===== src/rtl/dlpg_pkg.sv =====
// -----------------------------------------------------------------------------
// dlpg_pkg: shared constants for the line pixel generator
// Field widths, configuration register indexes, reset values and action codes.
// -----------------------------------------------------------------------------
package dlpg_pkg;

   // Port field widths
   localparam int COORD_W    = 16;
   localparam int CLIP_MIN_W = 11;
   localparam int CLIP_EXT_W = 12;
   localparam int STRIDE_W   = 13;
   localparam int WORD_W     = 32;
   localparam int PIX_W      = 12;

   // Configuration port
   localparam int CSR_INDEX_W = 3;
   localparam int CSR_DATA_W  = 32;

   localparam logic [CSR_INDEX_W-1:0] CSR_CLIP_X_MIN  = 3'd0;
   localparam logic [CSR_INDEX_W-1:0] CSR_CLIP_WIDTH  = 3'd1;
   localparam logic [CSR_INDEX_W-1:0] CSR_CLIP_Y_MIN  = 3'd2;
   localparam logic [CSR_INDEX_W-1:0] CSR_CLIP_HEIGHT = 3'd3;
   localparam logic [CSR_INDEX_W-1:0] CSR_ROW_STRIDE  = 3'd4;
   localparam logic [CSR_INDEX_W-1:0] CSR_FRAME_BASE  = 3'd5;

   localparam logic [CLIP_MIN_W-1:0] RST_CLIP_X_MIN  = 11'd0;
   localparam logic [CLIP_EXT_W-1:0] RST_CLIP_WIDTH  = 12'd640;
   localparam logic [CLIP_MIN_W-1:0] RST_CLIP_Y_MIN  = 11'd0;
   localparam logic [CLIP_EXT_W-1:0] RST_CLIP_HEIGHT = 12'd480;
   localparam logic [STRIDE_W-1:0]   RST_ROW_STRIDE  = 13'd640;
   localparam logic [WORD_W-1:0]     RST_FRAME_BASE  = 32'd0;

   // Input action codes
   localparam logic ACTION_START   = 1'b0;
   localparam logic ACTION_ADVANCE = 1'b1;

endpackage


===== src/rtl/dlpg_clamp.sv =====
// -----------------------------------------------------------------------------
// dlpg_clamp: clip-window clamp for one coordinate
// Clamps a signed coordinate to [min, min + extent] with window saturation.
// -----------------------------------------------------------------------------
module dlpg_clamp #(
   parameter int MAX_DIM = 2048,
   parameter int CW      = 12
) (
   input  logic signed [dlpg_pkg::COORD_W-1:0]    coord,
   input  logic        [dlpg_pkg::CLIP_MIN_W-1:0] win_min,
   input  logic        [dlpg_pkg::CLIP_EXT_W-1:0] win_ext,
   output logic        [CW-1:0]                   clamped
);

   localparam int WW = dlpg_pkg::COORD_W + 1;
   localparam logic [WW-1:0] MIN_LIMIT = WW'(MAX_DIM - 1);
   localparam logic [WW-1:0] EXT_LIMIT = WW'(MAX_DIM);

   logic        [WW-1:0] min_wide;
   logic        [WW-1:0] ext_wide;
   logic        [WW-1:0] lo;
   logic        [WW-1:0] hi;
   logic signed [WW-1:0] value;

   always_comb begin
      min_wide = WW'(win_min);
      ext_wide = WW'(win_ext);
      // saturate an oversized window
      lo       = (min_wide > MIN_LIMIT) ? MIN_LIMIT : min_wide;
      hi       = lo + ((ext_wide > EXT_LIMIT) ? EXT_LIMIT : ext_wide);
      value    = WW'(coord);
      if (value < $signed(lo)) begin
         clamped = lo[CW-1:0];
      end else if (value > $signed(hi)) begin
         clamped = hi[CW-1:0];
      end else begin
         clamped = value[CW-1:0];
      end
   end

endmodule


===== src/rtl/dlpg_div_step.sv =====
// -----------------------------------------------------------------------------
// dlpg_div_step: one restoring division step
// Compares the partial remainder with the divisor and subtracts when it fits.
// -----------------------------------------------------------------------------
module dlpg_div_step #(
   parameter int CW = 12
) (
   input  logic [CW:0]   rem_cur,
   input  logic [CW-1:0] divisor,
   output logic          fits,
   output logic [CW-1:0] rem_next
);

   logic [CW:0] diff;

   always_comb begin
      diff     = rem_cur - {1'b0, divisor};
      fits     = (rem_cur >= {1'b0, divisor});
      // the kept remainder is always below the divisor
      rem_next = fits ? diff[CW-1:0] : rem_cur[CW-1:0];
   end

endmodule


===== src/rtl/dda_line_pixel_generator_unit.sv =====
// -----------------------------------------------------------------------------
// dda_line_pixel_generator_unit: fixed-point DDA line rasterizer
// Clamps line endpoints into the clip window, derives per-step increments with
// one shared restoring divide step, and emits one framebuffer pixel per advance on an armed line.
// -----------------------------------------------------------------------------
//
//   channel  dir  handshake             beat contents
//   -------  ---  --------------------  ---------------------------------------
//   req_     in   req_valid/req_stall   action, start/end x/y, pixel_color
//   rsp_     out  rsp_valid/rsp_stall   pixel_x/y, pixel_addr, write_color, last
//   csr_     in   csr_write_en          csr_index, csr_write_data (no wait)
//
// A start beat runs capture, setup, then a divide pass per quotient bit (FRAC_BITS+1 bits)
// for x and again for y; a zero-length line returns to idle after setup.
// An advance beat rounds, multiplies by the stride and adds the base, waiting in the last
// step while rsp_stall holds the result register; with no line armed it is dropped.
// Reset is synchronous; it idles the block and loads the register defaults.
// req_stall is high while the sequencer is busy; a held result does not block the next beat.
// -----------------------------------------------------------------------------
module dda_line_pixel_generator_unit #(
   parameter int FRAC_BITS = 8,
   parameter int MAX_DIM   = 2048
) (
   input  logic                                   clock,
   input  logic                                   reset,

   // request channel
   input  logic                                   req_valid,
   output logic                                   req_stall,
   input  logic                                   req_action,
   input  logic signed [dlpg_pkg::COORD_W-1:0]    req_start_x,
   input  logic signed [dlpg_pkg::COORD_W-1:0]    req_start_y,
   input  logic signed [dlpg_pkg::COORD_W-1:0]    req_end_x,
   input  logic signed [dlpg_pkg::COORD_W-1:0]    req_end_y,
   input  logic        [dlpg_pkg::WORD_W-1:0]     req_pixel_color,

   // response channel
   output logic                                   rsp_valid,
   input  logic                                   rsp_stall,
   output logic        [dlpg_pkg::PIX_W-1:0]      rsp_pixel_x,
   output logic        [dlpg_pkg::PIX_W-1:0]      rsp_pixel_y,
   output logic        [dlpg_pkg::WORD_W-1:0]     rsp_pixel_addr,
   output logic        [dlpg_pkg::WORD_W-1:0]     rsp_write_color,
   output logic                                   rsp_last_pixel,

   // configuration write port
   input  logic                                   csr_write_en,
   input  logic        [dlpg_pkg::CSR_INDEX_W-1:0] csr_index,
   input  logic        [dlpg_pkg::CSR_DATA_W-1:0] csr_write_data
);

   // coordinate width: clamped values reach 2*MAX_DIM-1
   localparam int CW    = $clog2(2 * MAX_DIM);
   localparam int AW    = CW + FRAC_BITS;          // accumulator
   localparam int QW    = FRAC_BITS + 1;           // quotient magnitude, up to 2^FRAC_BITS
   localparam int IW    = FRAC_BITS + 2;           // signed increment
   localparam int CNT_W = $clog2(QW + 1);
   localparam int PW    = CW + dlpg_pkg::STRIDE_W; // row offset product

   localparam logic [CNT_W-1:0] LAST_BIT = CNT_W'(QW - 1);
   localparam logic [AW:0]      HALF     =
      {{(AW + 1 - FRAC_BITS){1'b0}}, 1'b1, {(FRAC_BITS - 1){1'b0}}};

   typedef enum logic [2:0] {
      ST_IDLE,
      ST_SETUP,
      ST_DIVX,
      ST_DIVY,
      ST_MUL,
      ST_ADDR
   } state_type;

   // ---------------------------------------------------------------------------
   // Configuration registers
   // ---------------------------------------------------------------------------
   logic [dlpg_pkg::CLIP_MIN_W-1:0] clip_x_min_ff;
   logic [dlpg_pkg::CLIP_EXT_W-1:0] clip_width_ff;
   logic [dlpg_pkg::CLIP_MIN_W-1:0] clip_y_min_ff;
   logic [dlpg_pkg::CLIP_EXT_W-1:0] clip_height_ff;
   logic [dlpg_pkg::STRIDE_W-1:0]   row_stride_ff;
   logic [dlpg_pkg::WORD_W-1:0]     frame_base_ff;

   always_ff @(posedge clock) begin
      if (reset) begin
         clip_x_min_ff  <= dlpg_pkg::RST_CLIP_X_MIN;
         clip_width_ff  <= dlpg_pkg::RST_CLIP_WIDTH;
         clip_y_min_ff  <= dlpg_pkg::RST_CLIP_Y_MIN;
         clip_height_ff <= dlpg_pkg::RST_CLIP_HEIGHT;
         row_stride_ff  <= dlpg_pkg::RST_ROW_STRIDE;
         frame_base_ff  <= dlpg_pkg::RST_FRAME_BASE;
      end else if (csr_write_en) begin
         case (csr_index)
            dlpg_pkg::CSR_CLIP_X_MIN: begin
               clip_x_min_ff <= csr_write_data[dlpg_pkg::CLIP_MIN_W-1:0];
            end
            dlpg_pkg::CSR_CLIP_WIDTH: begin
               clip_width_ff <= csr_write_data[dlpg_pkg::CLIP_EXT_W-1:0];
            end
            dlpg_pkg::CSR_CLIP_Y_MIN: begin
               clip_y_min_ff <= csr_write_data[dlpg_pkg::CLIP_MIN_W-1:0];
            end
            dlpg_pkg::CSR_CLIP_HEIGHT: begin
               clip_height_ff <= csr_write_data[dlpg_pkg::CLIP_EXT_W-1:0];
            end
            dlpg_pkg::CSR_ROW_STRIDE: begin
               row_stride_ff <= csr_write_data[dlpg_pkg::STRIDE_W-1:0];
            end
            dlpg_pkg::CSR_FRAME_BASE: begin
               frame_base_ff <= csr_write_data[dlpg_pkg::WORD_W-1:0];
            end
            default: begin
               // writes to unused indexes are dropped
            end
         endcase
      end
   end

   // ---------------------------------------------------------------------------
   // Endpoint clamps, taken straight from the request ports
   // ---------------------------------------------------------------------------
   logic [CW-1:0] clamp_x0;
   logic [CW-1:0] clamp_y0;
   logic [CW-1:0] clamp_x1;
   logic [CW-1:0] clamp_y1;

   dlpg_clamp #(.MAX_DIM(MAX_DIM), .CW(CW)) u_clamp_x0 (
      .coord(req_start_x), .win_min(clip_x_min_ff), .win_ext(clip_width_ff),
      .clamped(clamp_x0)
   );
   dlpg_clamp #(.MAX_DIM(MAX_DIM), .CW(CW)) u_clamp_y0 (
      .coord(req_start_y), .win_min(clip_y_min_ff), .win_ext(clip_height_ff),
      .clamped(clamp_y0)
   );
   dlpg_clamp #(.MAX_DIM(MAX_DIM), .CW(CW)) u_clamp_x1 (
      .coord(req_end_x), .win_min(clip_x_min_ff), .win_ext(clip_width_ff),
      .clamped(clamp_x1)
   );
   dlpg_clamp #(.MAX_DIM(MAX_DIM), .CW(CW)) u_clamp_y1 (
      .coord(req_end_y), .win_min(clip_y_min_ff), .win_ext(clip_height_ff),
      .clamped(clamp_y1)
   );

   // ---------------------------------------------------------------------------
   // Sequencer registers
   // ---------------------------------------------------------------------------
   state_type              state_ff, state_in;
   logic [CW-1:0]          steps_left_ff, steps_left_in;
   logic [CNT_W-1:0]       bit_cnt_ff, bit_cnt_in;
   logic                   rsp_valid_ff, rsp_valid_in;

   // datapath registers (no reset needed)
   logic [CW-1:0]          x0_ff, x0_in;
   logic [CW-1:0]          y0_ff, y0_in;
   logic [CW-1:0]          x1_ff, x1_in;
   logic [CW-1:0]          y1_ff, y1_in;
   logic [CW-1:0]          steps_ff, steps_in;
   logic [CW-1:0]          ay_ff, ay_in;
   logic                   neg_x_ff, neg_x_in;
   logic                   neg_y_ff, neg_y_in;
   logic [CW:0]            rem_ff, rem_in;
   logic [QW-1:0]          quot_ff, quot_in;
   logic [IW-1:0]          x_inc_ff, x_inc_in;
   logic [IW-1:0]          y_inc_ff, y_inc_in;
   logic [AW-1:0]          x_acc_ff, x_acc_in;
   logic [AW-1:0]          y_acc_ff, y_acc_in;
   logic [dlpg_pkg::WORD_W-1:0] color_ff, color_in;
   logic [CW-1:0]          px_ff, px_in;
   logic [CW-1:0]          py_ff, py_in;
   logic                   last_ff, last_in;
   logic [PW-1:0]          prod_ff, prod_in;

   logic [dlpg_pkg::PIX_W-1:0]  rsp_pixel_x_ff, rsp_pixel_x_in;
   logic [dlpg_pkg::PIX_W-1:0]  rsp_pixel_y_ff, rsp_pixel_y_in;
   logic [dlpg_pkg::WORD_W-1:0] rsp_addr_ff, rsp_addr_in;
   logic [dlpg_pkg::WORD_W-1:0] rsp_color_ff, rsp_color_in;
   logic                        rsp_last_ff, rsp_last_in;

   // ---------------------------------------------------------------------------
   // Shared divide step: |d| * 2^FRAC_BITS / steps, one quotient bit a cycle.
   // Since |d| <= steps, the integer part is a single bit, so the partial
   // remainder starts at |d| and FRAC_BITS zero bits are shifted in after it.
   // ---------------------------------------------------------------------------
   logic          div_fits;
   logic [CW-1:0] div_rem;

   dlpg_div_step #(.CW(CW)) u_div_step (
      .rem_cur (rem_ff),
      .divisor (steps_ff),
      .fits    (div_fits),
      .rem_next(div_rem)
   );

   // ---------------------------------------------------------------------------
   // Next-state logic
   // ---------------------------------------------------------------------------
   logic          req_take;
   logic          out_free;
   logic [CW:0]   dx;
   logic [CW:0]   dy;
   logic [CW-1:0] ax;
   logic [CW-1:0] ay;
   logic [QW-1:0] quot_next;
   logic [IW-1:0] quot_ext;
   logic [AW:0]   x_round;
   logic [AW:0]   y_round;

   always_comb begin
      req_take  = req_valid && (state_ff == ST_IDLE);
      out_free  = !rsp_valid_ff || !rsp_stall;

      dx        = {1'b0, x1_ff} - {1'b0, x0_ff};
      dy        = {1'b0, y1_ff} - {1'b0, y0_ff};
      ax        = dx[CW] ? CW'(-dx) : dx[CW-1:0];
      ay        = dy[CW] ? CW'(-dy) : dy[CW-1:0];

      quot_next = {quot_ff[QW-2:0], div_fits};
      quot_ext  = {1'b0, quot_next};

      x_round   = {1'b0, x_acc_ff} + HALF;
      y_round   = {1'b0, y_acc_ff} + HALF;

      // hold by default
      state_in      = state_ff;
      steps_left_in = steps_left_ff;
      bit_cnt_in    = bit_cnt_ff;
      x0_in         = x0_ff;
      y0_in         = y0_ff;
      x1_in         = x1_ff;
      y1_in         = y1_ff;
      steps_in      = steps_ff;
      ay_in         = ay_ff;
      neg_x_in      = neg_x_ff;
      neg_y_in      = neg_y_ff;
      rem_in        = rem_ff;
      quot_in       = quot_ff;
      x_inc_in      = x_inc_ff;
      y_inc_in      = y_inc_ff;
      x_acc_in      = x_acc_ff;
      y_acc_in      = y_acc_ff;
      color_in      = color_ff;
      px_in         = px_ff;
      py_in         = py_ff;
      last_in       = last_ff;
      prod_in       = prod_ff;

      // drop the result beat once taken
      rsp_valid_in   = rsp_valid_ff && rsp_stall;
      rsp_pixel_x_in = rsp_pixel_x_ff;
      rsp_pixel_y_in = rsp_pixel_y_ff;
      rsp_addr_in    = rsp_addr_ff;
      rsp_color_in   = rsp_color_ff;
      rsp_last_in    = rsp_last_ff;

      case (state_ff)
         ST_IDLE: begin
            if (req_take) begin
               if (req_action == dlpg_pkg::ACTION_START) begin
                  x0_in    = clamp_x0;
                  y0_in    = clamp_y0;
                  x1_in    = clamp_x1;
                  y1_in    = clamp_y1;
                  color_in = req_pixel_color;
                  state_in = ST_SETUP;
               end else if (steps_left_ff != '0) begin
                  // round the current position, then advance the accumulators
                  px_in         = x_round[AW-1:FRAC_BITS];
                  py_in         = y_round[AW-1:FRAC_BITS];
                  last_in       = (steps_left_ff == CW'(1));
                  x_acc_in      = x_acc_ff + {{(AW - IW){x_inc_ff[IW-1]}}, x_inc_ff};
                  y_acc_in      = y_acc_ff + {{(AW - IW){y_inc_ff[IW-1]}}, y_inc_ff};
                  steps_left_in = steps_left_ff - CW'(1);
                  state_in      = ST_MUL;
               end
            end
         end

         ST_SETUP: begin
            // the previous line is abandoned here
            steps_left_in = '0;
            steps_in      = (ax > ay) ? ax : ay;
            ay_in         = ay;
            neg_x_in      = dx[CW];
            neg_y_in      = dy[CW];
            rem_in        = {1'b0, ax};
            quot_in       = '0;
            bit_cnt_in    = '0;
            x_acc_in      = {x0_ff, {FRAC_BITS{1'b0}}};
            y_acc_in      = {y0_ff, {FRAC_BITS{1'b0}}};
            if ((ax == '0) && (ay == '0)) begin
               state_in = ST_IDLE;
            end else begin
               state_in = ST_DIVX;
            end
         end

         ST_DIVX: begin
            quot_in    = quot_next;
            rem_in     = {div_rem, 1'b0};
            bit_cnt_in = bit_cnt_ff + CNT_W'(1);
            if (bit_cnt_ff == LAST_BIT) begin
               x_inc_in   = neg_x_ff ? IW'(-quot_ext) : quot_ext;
               rem_in     = {1'b0, ay_ff};
               quot_in    = '0;
               bit_cnt_in = '0;
               state_in   = ST_DIVY;
            end
         end

         ST_DIVY: begin
            quot_in    = quot_next;
            rem_in     = {div_rem, 1'b0};
            bit_cnt_in = bit_cnt_ff + CNT_W'(1);
            if (bit_cnt_ff == LAST_BIT) begin
               y_inc_in      = neg_y_ff ? IW'(-quot_ext) : quot_ext;
               steps_left_in = steps_ff;
               state_in      = ST_IDLE;
            end
         end

         ST_MUL: begin
            prod_in  = PW'(py_ff) * PW'(row_stride_ff);
            state_in = ST_ADDR;
         end

         ST_ADDR: begin
            // wait for the result register to free up
            if (out_free) begin
               rsp_valid_in   = 1'b1;
               rsp_pixel_x_in = dlpg_pkg::PIX_W'(px_ff);
               rsp_pixel_y_in = dlpg_pkg::PIX_W'(py_ff);
               rsp_addr_in    = frame_base_ff + dlpg_pkg::WORD_W'(px_ff)
                              + dlpg_pkg::WORD_W'(prod_ff);
               rsp_color_in   = color_ff;
               rsp_last_in    = last_ff;
               state_in       = ST_IDLE;
            end
         end

         default: begin
            state_in = ST_IDLE;
         end
      endcase
   end

   // ---------------------------------------------------------------------------
   // State and registered outputs
   // ---------------------------------------------------------------------------
   always_ff @(posedge clock) begin
      if (reset) begin
         state_ff      <= ST_IDLE;
         steps_left_ff <= '0;
         bit_cnt_ff    <= '0;
         rsp_valid_ff  <= 1'b0;
      end else begin
         state_ff      <= state_in;
         steps_left_ff <= steps_left_in;
         bit_cnt_ff    <= bit_cnt_in;
         rsp_valid_ff  <= rsp_valid_in;
      end
      x0_ff          <= x0_in;
      y0_ff          <= y0_in;
      x1_ff          <= x1_in;
      y1_ff          <= y1_in;
      steps_ff       <= steps_in;
      ay_ff          <= ay_in;
      neg_x_ff       <= neg_x_in;
      neg_y_ff       <= neg_y_in;
      rem_ff         <= rem_in;
      quot_ff        <= quot_in;
      x_inc_ff       <= x_inc_in;
      y_inc_ff       <= y_inc_in;
      x_acc_ff       <= x_acc_in;
      y_acc_ff       <= y_acc_in;
      color_ff       <= color_in;
      px_ff          <= px_in;
      py_ff          <= py_in;
      last_ff        <= last_in;
      prod_ff        <= prod_in;
      rsp_pixel_x_ff <= rsp_pixel_x_in;
      rsp_pixel_y_ff <= rsp_pixel_y_in;
      rsp_addr_ff    <= rsp_addr_in;
      rsp_color_ff   <= rsp_color_in;
      rsp_last_ff    <= rsp_last_in;
   end

   // ---------------------------------------------------------------------------
   // Ports
   // ---------------------------------------------------------------------------
   assign req_stall       = (state_ff != ST_IDLE);
   assign rsp_valid       = rsp_valid_ff;
   assign rsp_pixel_x     = rsp_pixel_x_ff;
   assign rsp_pixel_y     = rsp_pixel_y_ff;
   assign rsp_pixel_addr  = rsp_addr_ff;
   assign rsp_write_color = rsp_color_ff;
   assign rsp_last_pixel  = rsp_last_ff;

endmodule


===== config.mk =====
export PLATFORM = sky130hd
export DESIGN_NAME = dda_line_pixel_generator_unit
export DESIGN_NICKNAME = d
export VERILOG_FILES = /design/src/rtl/dlpg_pkg.sv /design/src/rtl/dlpg_clamp.sv /design/src/rtl/dlpg_div_step.sv /design/src/rtl/dda_line_pixel_generator_unit.sv
export SDC_FILE = /design/constraint.sdc
export NUM_CORES = 1
export LEC_CHECK = 0
export BUFFER_PORTS_ARGS = -buffer_cell sky130_fd_sc_hd__buf_2
export CORE_UTILIZATION = 56
export CTS_CLUSTER_SIZE = 40
export DETAILED_ROUTE_END_ITERATION = 16
export GPL_ROUTABILITY_DRIVEN = 0
export PLACE_DENSITY = 0.85
export SETUP_SLACK_MARGIN = 0.4
export SLEW_MARGIN = 20
export SYNTH_ARGS = -nofsm -noshare
export SYNTH_HDL_FRONTEND = slang
export SYNTH_SLANG_ARGS = --single-unit
export TNS_END_PERCENT = 50

===== constraint.sdc =====
create_clock -name clock -period 7.77 [get_ports clock]
set_clock_uncertainty 0.05 [all_clocks]
set_input_delay 1.554 -clock clock [delete_from_list [all_inputs] [get_ports clock]]
set_output_delay 1.554 -clock clock [all_outputs]
set_load 0.005 [all_outputs]

==> key figures <==
Timing
  • Slew Limit Headroom: 0.305
  • Final worst path period need: 5.91 ns
  • Worst-Margin Slew: 1.04 ns
  • Slew Limit Fails: 0
  • Crit share post-route: 0.760
  • Count of final setup violators: 0
  • Final Hold Viols: 0
  • Setup_tns: 0 ns
  • RSZ-0062 raised after global routing: no
  • FMAX: 169 MHz

Drt
  • WL final: 74800 um
  • Drt pass-1 iters: 6
  • Routed Antenna Nets: 0
  • Met2 WL: 35600 um
  • Highest routed layer: met5
  • Starting DRT DRC Count: 1997
  • Vias: 23900
  • Post-route DRC violation count: 0
  • Drt wl/cell: 18.2 um
  • Met3 wire length: 7530 um
  • Avg Vias per Cell: 5.83
  • Wl on met1: 29300 um

Synth
  • EDFF count, synth: 326
  • Flops & latches, synth: 437
  • Post-synth cell types: 88
  • Synth async-reset ratio: 0
  • Top cell type's share of synthesized area: 0.316
  • Count leader, synth: nand2_1
  • YS warnings: 0
  • Seq/Total Area, Yosys: 0.388
  • Synth Area per Inst: 9.82 um2
  • Post-Synthesis Cell Area: 30900 um2
  • Mapped Cells: 3150
  • Synth Flop Type: edfxtp_1
  • Most frequent cells after synthesis: nand2_1, edfxtp_1, inv_1
  • Cell taking the most area after synthesis: edfxtp_1
  • Synth area leaders: edfxtp_1, ha_1, fa_1
  • Synth Net Count: 3719

Global route
  • Initial antenna violation count: 22
  • Pin count of the biggest net entering global routing: 94
  • Vias in the first global route: 23000
  • GR Util All Layers: 0.263
  • First-pass GRT wire length: 117000 um
  • Remaining global-route overflow: 0

Clocking
  • Hold Buf Count CTS: 0
  • Clock root buffer: clkbuf_16
  • Post-CTS Setup Inserts: 0
  • Clk slew on worst S/H paths: 0.06 ns
  • Cts bufs inserted: 50
  • Clock sink total: 437
  • Cts repair resizes: 0
  • Clock Latency Late Sink: 0.60 ns
  • Htree depth: 2
  • Deepest clock path buffer count: 3
  • CTS tree: yes

Pwr
  • Power per cell area: 329 nW/um2
  • IR drop worst, VDD: 0.000187 V
  • Leak Pwr: 14.9 nW

Worst hold path
  • Hold Crit Class: flop to flop
  • Hold path depth: 0

Finish
  • Area delta synth->final: 11.3%
  • Share of cells above drive strength 1: 0.112
  • Final nets: 3921
  • Utilization after layout: 0.635

Job
  • Max-Cap Viols: 0

Worst setup path
  • CP Capture Type: flop
  • Crit Path Max Fanout: 14
  • Critical path required time: 8.06 ns
  • WP data arrival: 6.19 ns
  • Worst R2R Path Depth: 19
  • Critical path type: flop to flop
  • CP Launch Type: flop

Place
  • Post-DP HPWL: 57200 um
  • IO buf count: 227

Die
  • Core Box Area: 54200 um2
  • # IOs: 228
  • Die Span Y: 237 um
  • Die ar.: 56200 um2
  • Cell Rows: 85
  • Die outline width: 237 um
  • Initial Util: 0.570

Run status
  • Outcome: finished clean
## kinds of logic (layout without fill, tap and decap cells)
logic type / after synthesis / in the layout / synth area share
multiplexers: 97 / 97 / 0.0318
other: 0 / 12 / 0
XOR/XNOR: 177 / 177 / 0.0503
flip-flops: 437 / 437 / 0.388
buffers and inverters: 416 / 659 / 0.0515
AND/OR/NAND/NOR: 989 / 989 / 0.148
adder cells (fa/ha/maj): 432 / 432 / 0.206
AO/OA/AOI/OAI: 602 / 602 / 0.124
## layer usage
metal  track usage  vias to the layer above
met5             0                        -
met1         0.328                    11300
li1              -                    11400
met3        0.0664                      194
met4        0.0858                       22
met2         0.445                     1010
## path summary, 6_finish.rpt
kind                               start                       endpoint  slack [ns]
setup / recovery      py_ff[5]$_DFFE_PP_          prod_ff[24]$_DFFE_PN_        1.86
hold / removal    color_ff[21]$_DFFE_PP_  rsp_write_color[21]$_DFFE_PP_        0.37
setup reg to reg      py_ff[5]$_DFFE_PP_          prod_ff[24]$_DFFE_PN_        1.86
hold reg to reg   color_ff[21]$_DFFE_PP_  rsp_write_color[21]$_DFFE_PP_        0.37
## power by group
group	total, W	switching (W)	internal, W	leakage, nW
Sequential	0.00384	0.000421	0.00342	3.91
Clock	0.00237	0.000965	0.00141	0.811
Combinational	0.00513	0.00302	0.00211	10.2
Total	0.0113	0.00440	0.00694	14.9
## flip-flops by register name, indices dropped and copies added (netlist names), 13 cells and up
name	cells
row_stride_ff	13
rsp_pixel_addr	32
frame_base_ff	32
color_ff	32
x_acc_ff	20
rsp_write_color	32
prod_ff	25
y_acc_ff	20
rem_ff	13
## critical path: stages, from the launching register on
cell and delay [ns]:
edfxtp_1 0.68, nand2_1 0.19, fa_1 0.56, inv_1 0.04, ha_1 0.21, fa_1 0.53
inv_1 0.05, fa_1 0.46, fa_1 0.54, inv_1 0.04, ha_1 0.33, o21ai_0 0.12
a21boi_0 0.18, o21ai_0 0.29, a211oi_1 0.19, a41o_1 0.32, o21a_1 0.21, a41o_1 0.25
o41ai_1 0.31, xnor2_1 0.11
## area by class of cell
type	instances	area (um2)
tap	696	871
fill	4178	19800
timing repair buffer	245	1270
sequential	437	12000
multi-input combinational	2297	17400
clock buffer	68	1410
inverter	321	1200
clock inverter	25	245
antenna	12	30.0
## cells in the final DEF, fill, tap and decap left out, types with 111 or more instances in the layout
cell / n
ha_1: 302
inv_1: 318
buf_2: 226
fa_1: 130
edfxtp_1: 326
nor2_1: 186
xnor2_1: 120
nand2_1: 434
a21oi_1: 205
dfxtp_1: 111
o21ai_0: 129
## stage by stage
| step | hold WS (ns) | cell area (um2) | total power (W) | setup slack, ns | instances |
|---|---|---|---|---|---|
| after global placement | 0.350 | 32700 | 0.00870 | 2.12 | 3996 |
| after floorplan | 0.350 | 30900 | 0.00764 | 1.39 | 3150 |
| after detailed placement | 0.355 | 32700 | 0.00890 | 2.00 | 3996 |
| after CTS | 0.368 | 34400 | 0.0113 | 1.93 | 4089 |
| final | 0.365 | 34400 | 0.0113 | 1.86 | 4101 |
| after global routing | 0.372 | 34400 | 0.0121 | 1.61 | 4093 |
(Power assumes the default switching activity.)
